<file path="config.mk">
export PLATFORM = sky130hd
export DESIGN_NAME = tag_slot_table_lru
export DESIGN_NICKNAME = d
export VERILOG_FILES = /design/src/rtl/tstl_pkg.sv /design/src/rtl/tstl_ram.sv /design/src/rtl/tag_slot_table_lru.sv
export SDC_FILE = /design/constraint.sdc
export NUM_CORES = 1
export LEC_CHECK = 0
export BUFFER_PORTS_ARGS = -buffer_cell sky130_fd_sc_hd__buf_2
export CAP_MARGIN = 5
export CORE_MARGIN = 4
export CORE_UTILIZATION = 61
export DETAILED_ROUTE_END_ITERATION = 8
export HOLD_SLACK_MARGIN = 0.08
export PLACE_DENSITY = 0.78
export SETUP_SLACK_MARGIN = 0.3
export SLEW_MARGIN = 0
export SYNTH_ARGS = -nofsm -noshare
export SYNTH_HDL_FRONTEND = slang
export SYNTH_SLANG_ARGS = --single-unit
export TNS_END_PERCENT = 100
</file>
<file path="constraint.sdc">
create_clock -name clk_i -period 13.6 [get_ports clk_i]
set_clock_uncertainty 0.1 [all_clocks]
set_input_delay 0 -clock clk_i [delete_from_list [all_inputs] [get_ports clk_i]]
set_output_delay 0 -clock clk_i [all_outputs]
set_load 0.02 [all_outputs]
</file>
<file path="src/rtl/tstl_pkg.sv">
`timescale 1ns / 1ps

package tstl_pkg;

  // Default sizing of the table.
  localparam int SLOTS_DEF      = 8;
  localparam int ID_BYTES_DEF   = 8;
  localparam int STAMP_BITS_DEF = 32;

  // Port widths fixed by the interface.
  localparam int VID_BITS     = 64;
  localparam int SLOT_BITS    = 3;
  localparam int OUTCOME_BITS = 2;
  localparam int CFG_IDX_BITS = 2;
  localparam int CFG_DATA_BITS = 8;
  localparam int ACTIVE_BITS  = 4;

  // Register reset values.
  localparam logic [7:0]             SELF_TAG_RST = 8'd66;
  localparam logic [ACTIVE_BITS-1:0] ACTIVE_RST   = 4'd8;

  // Configuration register indexes.
  localparam logic [CFG_IDX_BITS-1:0] CFG_SELF_TAG     = 2'd0;
  localparam logic [CFG_IDX_BITS-1:0] CFG_ACTIVE_SLOTS = 2'd1;

  // Result outcome codes.
  localparam logic [OUTCOME_BITS-1:0] OUT_MATCH = 2'd0;
  localparam logic [OUTCOME_BITS-1:0] OUT_EMPTY = 2'd1;
  localparam logic [OUTCOME_BITS-1:0] OUT_EVICT = 2'd2;
  localparam logic [OUTCOME_BITS-1:0] OUT_DROP  = 2'd3;

  // Sequencer states.
  typedef enum logic [1:0] {
    ST_IDLE,
    ST_SCAN,
    ST_WRITE
  } state_e;

endpackage

</file>
<file path="src/rtl/tstl_ram.sv">
`timescale 1ns / 1ps

module tstl_ram #(
  parameter int WIDTH = 8,
  parameter int DEPTH = 8,
  localparam int AW = (DEPTH > 1) ? $clog2(DEPTH) : 1
) (
  input  logic             clk_i,
  input  logic             we_i,
  input  logic [AW-1:0]    waddr_i,
  input  logic [WIDTH-1:0] wdata_i,
  input  logic             re_i,
  input  logic [AW-1:0]    raddr_i,
  output logic [WIDTH-1:0] rdata_o
);

  logic [WIDTH-1:0] mem [DEPTH];

  // One write port and one registered read port.
  always_ff @(posedge clk_i) begin
    if (we_i) begin
      mem[waddr_i] <= wdata_i;
    end
    if (re_i) begin
      rdata_o <= mem[raddr_i];
    end
  end

endmodule

</file>
<file path="src/rtl/tag_slot_table_lru.sv">
`timescale 1ns / 1ps

// Sender tag table with oldest-stamp replacement.
// Input channel: vehicle_id_i is taken at a clock edge with start_i high and
// busy_o low. One result per input: slot_o and outcome_o are shown for one
// cycle with done_o high; the receiver cannot stall, so nothing is held off.
// An ID whose first byte equals the self tag is dropped: its result appears
// on the next cycle and busy_o stays low.
// Any other ID scans the active slots one entry per cycle through the
// registered read port of the slot memory, then does the write-back. The
// scan stops at the first slot that is empty or matches; otherwise it reads
// all n active slots and evicts, where n is active_slots clamped to 1..SLOTS.
// busy_o falls as the result shows, so the next ID can be taken at the edge
// that takes the result. No new ID is taken during a scan or write-back.
// The memory read pipeline sets the pace.
// Configuration: cfg_valid_i with cfg_index_i/cfg_data_i, always ready;
// write only while busy_o is low. Index 0 is the self tag, 1 the number of
// active slots; other indexes are ignored.
// Reset clears the per-slot valid flags, so every slot reads as empty with a
// zero stamp right away; the write counter restarts at one and the
// registers return to self tag 66 and eight active slots.
module tag_slot_table_lru
  import tstl_pkg::*;
#(
  parameter int SLOTS      = SLOTS_DEF,
  parameter int ID_BYTES   = ID_BYTES_DEF,
  parameter int STAMP_BITS = STAMP_BITS_DEF
) (
  input  logic                     clk_i,
  input  logic                     rst_ni,
  input  logic                     start_i,
  output logic                     busy_o,
  input  logic [VID_BITS-1:0]      vehicle_id_i,
  output logic                     done_o,
  output logic [SLOT_BITS-1:0]     slot_o,
  output logic [OUTCOME_BITS-1:0]  outcome_o,
  input  logic                     cfg_valid_i,
  output logic                     cfg_ready_o,
  input  logic [CFG_IDX_BITS-1:0]  cfg_index_i,
  input  logic [CFG_DATA_BITS-1:0] cfg_data_i
);

  localparam int IDX_W   = (SLOTS > 1) ? $clog2(SLOTS) : 1;
  localparam int CNT_W   = $clog2(SLOTS + 1);
  localparam int ID_BITS = 8 * ID_BYTES;
  localparam int ENT_W   = ID_BITS + STAMP_BITS;
  localparam logic [STAMP_BITS-1:0] STAMP_MAX = '1;

  state_e state_q, state_d;

  logic [IDX_W-1:0]        cmp_q, cmp_d;
  logic [IDX_W-1:0]        chosen_q, chosen_d;
  logic [IDX_W-1:0]        best_idx_q, best_idx_d;
  logic [STAMP_BITS-1:0]   best_q, best_d;
  logic [OUTCOME_BITS-1:0] kind_q, kind_d;
  logic [ID_BITS-1:0]      id_q, id_d;
  logic [STAMP_BITS-1:0]   counter_q, counter_d;
  logic [SLOTS-1:0]        valid_q;
  logic [7:0]              self_tag_q;
  logic [ACTIVE_BITS-1:0]  active_q;
  logic                    done_q, done_d;
  logic [SLOT_BITS-1:0]    slot_q, slot_d;
  logic [OUTCOME_BITS-1:0] outcome_q, outcome_d;

  logic                    ram_we, ram_re;
  logic [IDX_W-1:0]        ram_raddr;
  logic [ENT_W-1:0]        ram_rdata;

  logic [ID_BITS-1:0]      id_norm;
  logic [CNT_W-1:0]        used;
  logic [IDX_W-1:0]        last_idx;
  logic [ID_BITS-1:0]      ent_id;
  logic [STAMP_BITS-1:0]   ent_stamp;
  logic                    take_new;
  logic [STAMP_BITS-1:0]   best_now;
  logic [IDX_W-1:0]        best_now_idx;

  // Slot memory: normalized ID over write stamp.
  tstl_ram #(
    .WIDTH(ENT_W),
    .DEPTH(SLOTS)
  ) u_ram (
    .clk_i  (clk_i),
    .we_i   (ram_we),
    .waddr_i(chosen_q),
    .wdata_i({id_q, counter_q}),
    .re_i   (ram_re),
    .raddr_i(ram_raddr),
    .rdata_o(ram_rdata)
  );

  // Keep ID bytes up to the first zero byte.
  always_comb begin
    logic alive;
    alive   = 1'b1;
    id_norm = '0;
    for (int b = 0; b < ID_BYTES; b++) begin
      if (vehicle_id_i[8*b +: 8] == 8'd0) begin
        alive = 1'b0;
      end
      if (alive) begin
        id_norm[8*b +: 8] = vehicle_id_i[8*b +: 8];
      end
    end
  end

  // Number of slots in use, clamped to the table.
  always_comb begin
    if (active_q == '0) begin
      used = CNT_W'(1);
    end else if (32'(active_q) > SLOTS) begin
      used = CNT_W'(SLOTS);
    end else begin
      used = CNT_W'(active_q);
    end
    last_idx = IDX_W'(used - 1'b1);
  end

  // Entry under compare; a slot never written since reset reads as zero.
  assign ent_id    = valid_q[cmp_q] ? ram_rdata[ENT_W-1:STAMP_BITS] : '0;
  assign ent_stamp = valid_q[cmp_q] ? ram_rdata[STAMP_BITS-1:0] : '0;

  // Running oldest stamp, ties kept at the lower index.
  assign take_new     = (cmp_q == '0) || (ent_stamp < best_q);
  assign best_now     = take_new ? ent_stamp : best_q;
  assign best_now_idx = take_new ? cmp_q : best_idx_q;

  // Next state and datapath.
  always_comb begin
    state_d    = state_q;
    cmp_d      = cmp_q;
    chosen_d   = chosen_q;
    best_d     = best_q;
    best_idx_d = best_idx_q;
    kind_d     = kind_q;
    id_d       = id_q;
    counter_d  = counter_q;
    done_d     = 1'b0;
    slot_d     = slot_q;
    outcome_d  = outcome_q;
    case (state_q)
      ST_IDLE: begin
        if (start_i) begin
          if (vehicle_id_i[7:0] == self_tag_q) begin
            done_d    = 1'b1;
            slot_d    = '0;
            outcome_d = OUT_DROP;
          end else begin
            id_d    = id_norm;
            cmp_d   = '0;
            state_d = ST_SCAN;
          end
        end
      end
      ST_SCAN: begin
        best_d     = best_now;
        best_idx_d = best_now_idx;
        if (ent_id[7:0] == 8'd0) begin
          chosen_d = cmp_q;
          kind_d   = OUT_EMPTY;
          state_d  = ST_WRITE;
        end else if (ent_id == id_q) begin
          chosen_d = cmp_q;
          kind_d   = OUT_MATCH;
          state_d  = ST_WRITE;
        end else if (cmp_q == last_idx) begin
          chosen_d = best_now_idx;
          kind_d   = OUT_EVICT;
          state_d  = ST_WRITE;
        end else begin
          cmp_d = cmp_q + 1'b1;
        end
      end
      ST_WRITE: begin
        done_d    = 1'b1;
        slot_d    = SLOT_BITS'(chosen_q);
        outcome_d = kind_q;
        if (counter_q != STAMP_MAX) begin
          counter_d = counter_q + 1'b1;
        end
        state_d = ST_IDLE;
      end
      default: begin
        state_d = ST_IDLE;
      end
    endcase
  end

  // Memory control and handshake outputs.
  always_comb begin
    ram_re    = 1'b0;
    ram_raddr = '0;
    ram_we    = 1'b0;
    busy_o    = 1'b1;
    case (state_q)
      ST_IDLE: begin
        busy_o = 1'b0;
        ram_re = start_i;
      end
      ST_SCAN: begin
        ram_re    = 1'b1;
        ram_raddr = cmp_q + 1'b1;
      end
      ST_WRITE: begin
        ram_we = 1'b1;
      end
      default: begin
        busy_o = 1'b1;
      end
    endcase
  end

  assign cfg_ready_o = 1'b1;
  assign done_o      = done_q;
  assign slot_o      = slot_q;
  assign outcome_o   = outcome_q;

  // Control state.
  always_ff @(posedge clk_i or negedge rst_ni) begin
    if (!rst_ni) begin
      state_q   <= ST_IDLE;
      counter_q <= STAMP_BITS'(1);
      valid_q   <= '0;
      done_q    <= 1'b0;
    end else begin
      state_q   <= state_d;
      counter_q <= counter_d;
      done_q    <= done_d;
      if (ram_we) begin
        valid_q[chosen_q] <= 1'b1;
      end
    end
  end

  // Configuration registers.
  always_ff @(posedge clk_i or negedge rst_ni) begin
    if (!rst_ni) begin
      self_tag_q <= SELF_TAG_RST;
      active_q   <= ACTIVE_RST;
    end else if (cfg_valid_i) begin
      case (cfg_index_i)
        CFG_SELF_TAG:     self_tag_q <= cfg_data_i;
        CFG_ACTIVE_SLOTS: active_q   <= cfg_data_i[ACTIVE_BITS-1:0];
        default:          ;
      endcase
    end
  end

  // Payload registers.
  always_ff @(posedge clk_i) begin
    cmp_q      <= cmp_d;
    chosen_q   <= chosen_d;
    best_q     <= best_d;
    best_idx_q <= best_idx_d;
    kind_q     <= kind_d;
    id_q       <= id_d;
    slot_q     <= slot_d;
    outcome_q  <= outcome_d;
  end

endmodule

</file>
[Yosys cells after proc, flatten, opt, wreduce, memory -nomap -nowiden]
Memory sizes are Yosys's and may differ from the RTL's. A register that Yosys moved wholly into a read port is not among the register bits.
Cells that the tools add are included.
Cells by class
  add/subtract/negate cells: 3
  mux-type cells: 48
  equality and inequality tests: 14
  $lt $le $gt $ge: 5
  reduce and logical (&&, ||, !) cells: 28
  bitwise operators: 2
Operators with widths (number)
  logical NOT 8 bit: 9
  == test 64 bit: 1
  2-to-1 mux 64 bit: 1
  2-to-1 mux 3 bit: 14
  adder 32 x 1 -> 32 bit (second input constant): 1
  < comparator 32 bit: 1
  2-to-1 mux 32 bit: 1
  != test 32 bit (second input constant): 1
  2-to-1 mux 1 bit: 17
  2-to-1 mux 2 bit: 7
  != test 2 bit (second input constant): 6
  case mux 3 bit (2 select lines): 2
  AND reduction 2 bit: 5
  AND reduction 3 bit: 3
  == test 8 bit: 1
  < comparator 3 x 4 -> 1 bit (second input constant): 2
  bitwise OR 8 bit: 1
  case mux 2 bit (2 select lines): 2
  AND reduction 6 bit: 1
  == test 2 x 1 -> 1 bit (second input constant): 2
  greater-than comparator 4 bit (second input constant): 1
  logical NOT 2 bit: 2
  logical NOT 4 bit: 1
  != test 4 bit (second input constant): 1
  15 further kinds: 17
Storage, ports and cells
  input bits: 78
  output and inout bits: 8
  memories kept: 1
  word-level logic and storage cells: 123
  memory bits (writable): 768
  register bits after elaboration: 167
Memories
  u_ram.mem: words 8, width 96, rd ports 1, clocked after Yosys merged registers in 1, wr ports 1, RTL line tstl_ram.sv:17  | logic [WIDTH-1:0] mem [DEPTH];

[Longest topological paths before layout]
  depth after elaboration: 9
  depth in mapped cells: 15

[Modules after synthesis]
A second synthesis with hierarchy kept.
Unflattened totals
  cell total of the unflattened synthesis: 2102
  area total of the unflattened synthesis: 41100.7 µm²
Modules (own cells, without submodules)
  tstl_ram: times used 1, area an instance 31766.7 µm², seq. area each 25944.9 µm², cells an instance 1219
  tag_slot_table_lru: times used 1, area an instance 9334.0 µm², seq. area each 4744.6 µm², cells an instance 883

[Worst setup path before layout]
Ideal clock, no wire load.
  path kind: reg2reg
  start: reg state_q[0]
  end: reg valid_q[0]
  path slack: 2797 ps
  buffers on the path: 0
  cell stages (with the launch flop): 4
  period minus slack after synthesis: 10803 ps
  data arrival time: 10581 ps
  cell sequence: dfrtp_1 nand2b_1 nor4_1 or2_2
On the way
  longest elaborated chain between the ends: 2
RTL lines
  start: declaration: RTL line tag_slot_table_lru.sv:49  | state_e state_q, state_d;
  start signal: assignment: RTL line tag_slot_table_lru.sv:226  | state_q <= state_d;
  == test 2 bit: RTL line tag_slot_table_lru.sv:195  | case (state_q)
  2-to-1 mux 1 bit: RTL line tag_slot_table_lru.sv:195
  end signal: assignment: RTL line tag_slot_table_lru.sv:223  | valid_q <= '0;
  end signal: indexed assignment: RTL line tag_slot_table_lru.sv:230  | valid_q[chosen_q] <= 1'b1;
  end: declaration: RTL line tag_slot_table_lru.sv:58  | logic [SLOTS-1:0] valid_q;
Every way passes these cells.
A chain may end at the register's enable or synchronous reset.

[Final worst setup path]
  start: reg cmp_q[0]
  end: reg best_q[18], enable pin
On the way
  longest elaborated chain between the ends: 6
RTL lines
  start: declaration: RTL line tag_slot_table_lru.sv:51  | logic [IDX_W-1:0] cmp_q, cmp_d;
  start signal: assignment: RTL line tag_slot_table_lru.sv:251  | cmp_q <= cmp_d;
  binary-select mux 1 bit (select 3 bit): RTL line tag_slot_table_lru.sv:121  | assign ent_stamp = valid_q[cmp_q] ? ram_rdata[STAMP_BITS-1:0] : '0;
  2-to-1 mux 1 bit (not written as such): RTL line tag_slot_table_lru.sv:121
  2-to-1 mux 32 bit: RTL line tag_slot_table_lru.sv:121
  via ent_stamp[5]: RTL line tag_slot_table_lru.sv:73  | logic [STAMP_BITS-1:0] ent_stamp;
  < comparator 32 bit: RTL line tag_slot_table_lru.sv:124  | assign take_new = (cmp_q == '0) || (ent_stamp < best_q);
  logical OR 1 bit: RTL line tag_slot_table_lru.sv:124
  AND reduction 2 bit (no source line)
  end signal: assignment: RTL line tag_slot_table_lru.sv:253  | best_q <= best_d;
  end: declaration: RTL line tag_slot_table_lru.sv:54  | logic [STAMP_BITS-1:0] best_q, best_d;
The timed path passes the listed nets, and every way through them passes these cells. The select of a mux whose other input is x is not followed.

==> impl_metrics.env <==
export IMPL_htreeDepth=3
export IMPL_drv_slew=0
export IMPL_finalCriticalPeriod_ps=5304
export IMPL_rows=93
export IMPL_cts_resized=0
export IMPL_synth_mux_area_frac=0.06063
export IMPL_synthCells=2210
export IMPL_synth_simple_area_share=0.05049
export IMPL_area_growth_pct=14.97
export IMPL_async_reset_ff_frac=0.05335
export IMPL_arrival_ps=5480
export IMPL_met2_length_um=42420
export IMPL_relSlewSlack=0.1886
export IMPL_grt_pass1_wl_um=136100
export IMPL_drv_cap=0
export IMPL_dr_pass1_iters=5
export IMPL_syn_area_per_cell_um2=18.09
export IMPL_critPathCaptureType="register"
export IMPL_routed_top_layer="met4"
export IMPL_vdd_ir_drop_worst_mv=0.2179
export IMPL_worstMarginPinSlew_ps=1206
export IMPL_grt_pass1_vias=23020
export IMPL_synth_cell_types=54
export IMPL_cts_buffers=99
export IMPL_start_util=0.6179
export IMPL_wl_per_cell_um=26.46
export IMPL_final_setup_tns_ps=0
export IMPL_drt_vias_per_instance=6.640
export IMPL_totalWireLength_um=89000
export IMPL_startpoint_type="register"
export IMPL_fill_cells=3751
export IMPL_antenna_found_initial=2
export IMPL_clock_sinks=1031
export IMPL_layout_nets=2540
export IMPL_cts_root_buf="clkbuf_16"
export IMPL_met1Wirelength_um=35220
export IMPL_p_leak_uw=0.01521
export IMPL_max_freq_mhz=188.5
export IMPL_grt_usage=0.2530
export IMPL_synth_fp_nets=2323
export IMPL_clock_latency_ps=650
export IMPL_outcome="finished, final reports clean"
export IMPL_core_mm2=0.06470
export IMPL_die_y_um=264.0
export IMPL_grt_max_degree=158
export IMPL_post_route_period_util=0.3900
export IMPL_synth_compound_area_share=0.07184
export IMPL_final_antenna_net_count=0
export IMPL_drive_gt1_frac=0.1662
export IMPL_place_area_mm2=0.04133
export IMPL_clk_path_buf_depth=3
export IMPL_dp_hpwl_um=47060
export IMPL_synth_area_mm2=0.03997
export IMPL_synth_edf_count=976
export IMPL_synthTopCellsByArea="edfxtp_1 73%, mux4_2 5.5%, o221ai_1 4.2%"
export IMPL_p_per_area_mw_per_mm2=209.4
export IMPL_post_cts_buffers=0
export IMPL_grt_setup_unrepaired="false"
export IMPL_synth_main_ff_cell="edfxtp_1"
export IMPL_grt_overflow_total=0
export IMPL_drc=0
export IMPL_n_antenna_cell=0
export IMPL_met3WireLength_um=9040
export IMPL_crit_type="reg2reg"
export IMPL_drtIter0Drc=2704
export IMPL_synth_warnings=0
export IMPL_tritoncts="done"
export IMPL_critical_path_peak_fanout=71
export IMPL_cp_required_ps=13780
export IMPL_yosysSeqAreaShare=0.7677
export IMPL_synth_xor_area_share=0.02213
export IMPL_synth_top_family_by_area="compound AO/OA/AOI/OAI gates"
export IMPL_utilization=0.7103
export IMPL_design_die_area_mm2=0.06969
export IMPL_synth_area_leader_cell="edfxtp_1"
export IMPL_final_hold_violation_count=0
export IMPL_synth_top_cell_area_share=0.7332
export IMPL_ios=86
export IMPL_vias=22340
export IMPL_finish_instance_area_mm2=0.04596
export IMPL_synth_adder_area_share=0.01096
export IMPL_clkTransAtPathRegs_ps=60
export IMPL_ys_ff_latch=1031
export IMPL_gp_congestion=0.7859
export IMPL_hold_path_class="in2reg"
export IMPL_setup_violations=0
export IMPL_hold_slack_ps=100.3
export IMPL_die_x_um=264.0
export IMPL_numPortBuffers=84
-- flip-flops by register name (all words and copies together), names as in the netlist --
| signal | count |
|---|---|
| counter_q | 32 |
| slot_o | 3 |
| valid_q | 8 |
| u_ram.rdata_o | 96 |
| id_q | 64 |
| best_q | 32 |
| active_q | 4 |
| best_idx_q | 3 |
| self_tag_q | 8 |
| state_q | 2 |
| chosen_q | 3 |
| done_o | 1 |
| kind_q | 2 |
| cmp_q | 3 |
| outcome_o | 2 |
| u_ram.mem | 768 |
-- metrics by stage --
stage               total power [µW]  std cells  worst slack (ps)
finish                          9622       3364              8296
global route                   10060       3364              8047
CTS                             9637       3364              8330
detailed placement              6772       3058              8349
global placement                6660       3058              8559
floorplan                       6061       2210              2797
-- power breakdown --
part	switching, µW	internal [µW]
logic	1500	850
clock network	1150	1690
registers	299	4140
-- final cells by class --
| cell class | count | area (µm²) | area share |
|---|---|---|---|
| flip-flops and latches | 1031 | 30690 | 0.6678 |
| multi-input cells | 1013 | 8720 | 0.1897 |
| clock buffers | 133 | 2748 | 0.05979 |
| repair buffers | 243 | 1934 | 0.04209 |
| well taps | 855 | 1070 | 0.02328 |
| clock inverters | 50 | 644.4 | 0.01402 |
| inverters | 39 | 151.4 | 0.003294 |
-- cell usage after synthesis, types with 27 or more instances --
master    instances
a31oi_1          98
nor4_1           33
nor2_1          127
mux4_2           98
clkbuf_1        107
and2_1           87
inv_1            39
edfxtp_1        976
o32ai_1          27
xnor2_1          36
o221ai_1        192
ha_1             35
dfrtp_1          51
nand2_1          37
xor2_1           65
-- cells in the final DEF, fill, tap and decap left out, types with 15 or more instances in the layout --
cell / netlist / final
buf_4: 1 / 35
nand4_1: 25 / 25
nand2_1: 37 / 36
mux2_2: 15 / 15
xor2_1: 65 / 65
edfxtp_1: 976 / 976
o221ai_1: 192 / 192
nand3_1: 16 / 16
xnor2_1: 36 / 36
nor4_1: 33 / 32
clkbuf_16: 0 / 101
o32ai_1: 27 / 27
dfrtp_1: 51 / 51
inv_1: 39 / 38
clkinv_2: 0 / 18
buf_2: 2 / 84
a21oi_1: 15 / 15
and2_1: 87 / 86
nor2_1: 127 / 122
mux4_2: 98 / 98
clkbuf_1: 107 / 22
ha_1: 35 / 35
a31oi_1: 98 / 98
dlygate4sd3_1: 0 / 123
-- path summary, 6_finish.rpt --
path	end	slack [ps]	startpoint	cells after the start
max	best_q[18]$_DFFE_PP_	8300	cmp_q[0]$_DFFE_PP_	13
min	id_q[57]$_SDFFCE_PN0P_	100	vehicle_id_i[57]	3
max reg2reg	best_q[18]$_DFFE_PP_	8300	cmp_q[0]$_DFFE_PP_	13
min reg2reg	valid_q[0]$_DFFE_PN0P_	370	valid_q[0]$_DFFE_PN0P_	1
max in group asynchronous	self_tag_q[4]$_DFFE_PN0P_	12300	rst_ni	4
min in group asynchronous	counter_q[6]$_DFFE_PN0P_	500	rst_ni	4
-- cells by family after synthesis --
family / count (synthesis)
AOI/OAI and AO/OA: 370
other: 1
muxes: 117
xor gates and xnor gates: 101
buffers and inverters: 166
DFF: 1031
adders and majority gates: 35
and+or+nand+nor: 389
-- worst max-delay path, stage by stage (launching register included) --
cell,delay (ps)
edfxtp_1,340
buf_4,580
mux4_2,600
mux2_4,600
and2_1,320
ha_1,290
a21o_1,180
a21o_1,180
a211oi_1,230
o21ai_0,100
nor4_1,600
a21o_1,210
and2_1,140
buf_4,380
-- timing repair --
action	4_1_cts	5_1_grt
hold endpoints to repair	173	0
endpoints found under the setup margin	0	0
hold buffers	123	0
-- routing by layer --
metal,up-vias,GRT usage
met2,1324,0.3945
met3,179,0.05402
li1,9462,-
met5,-,0
met1,11370,0.3670
met4,0,0.08010
Note: power is estimated with default switching activity, not from simulation.
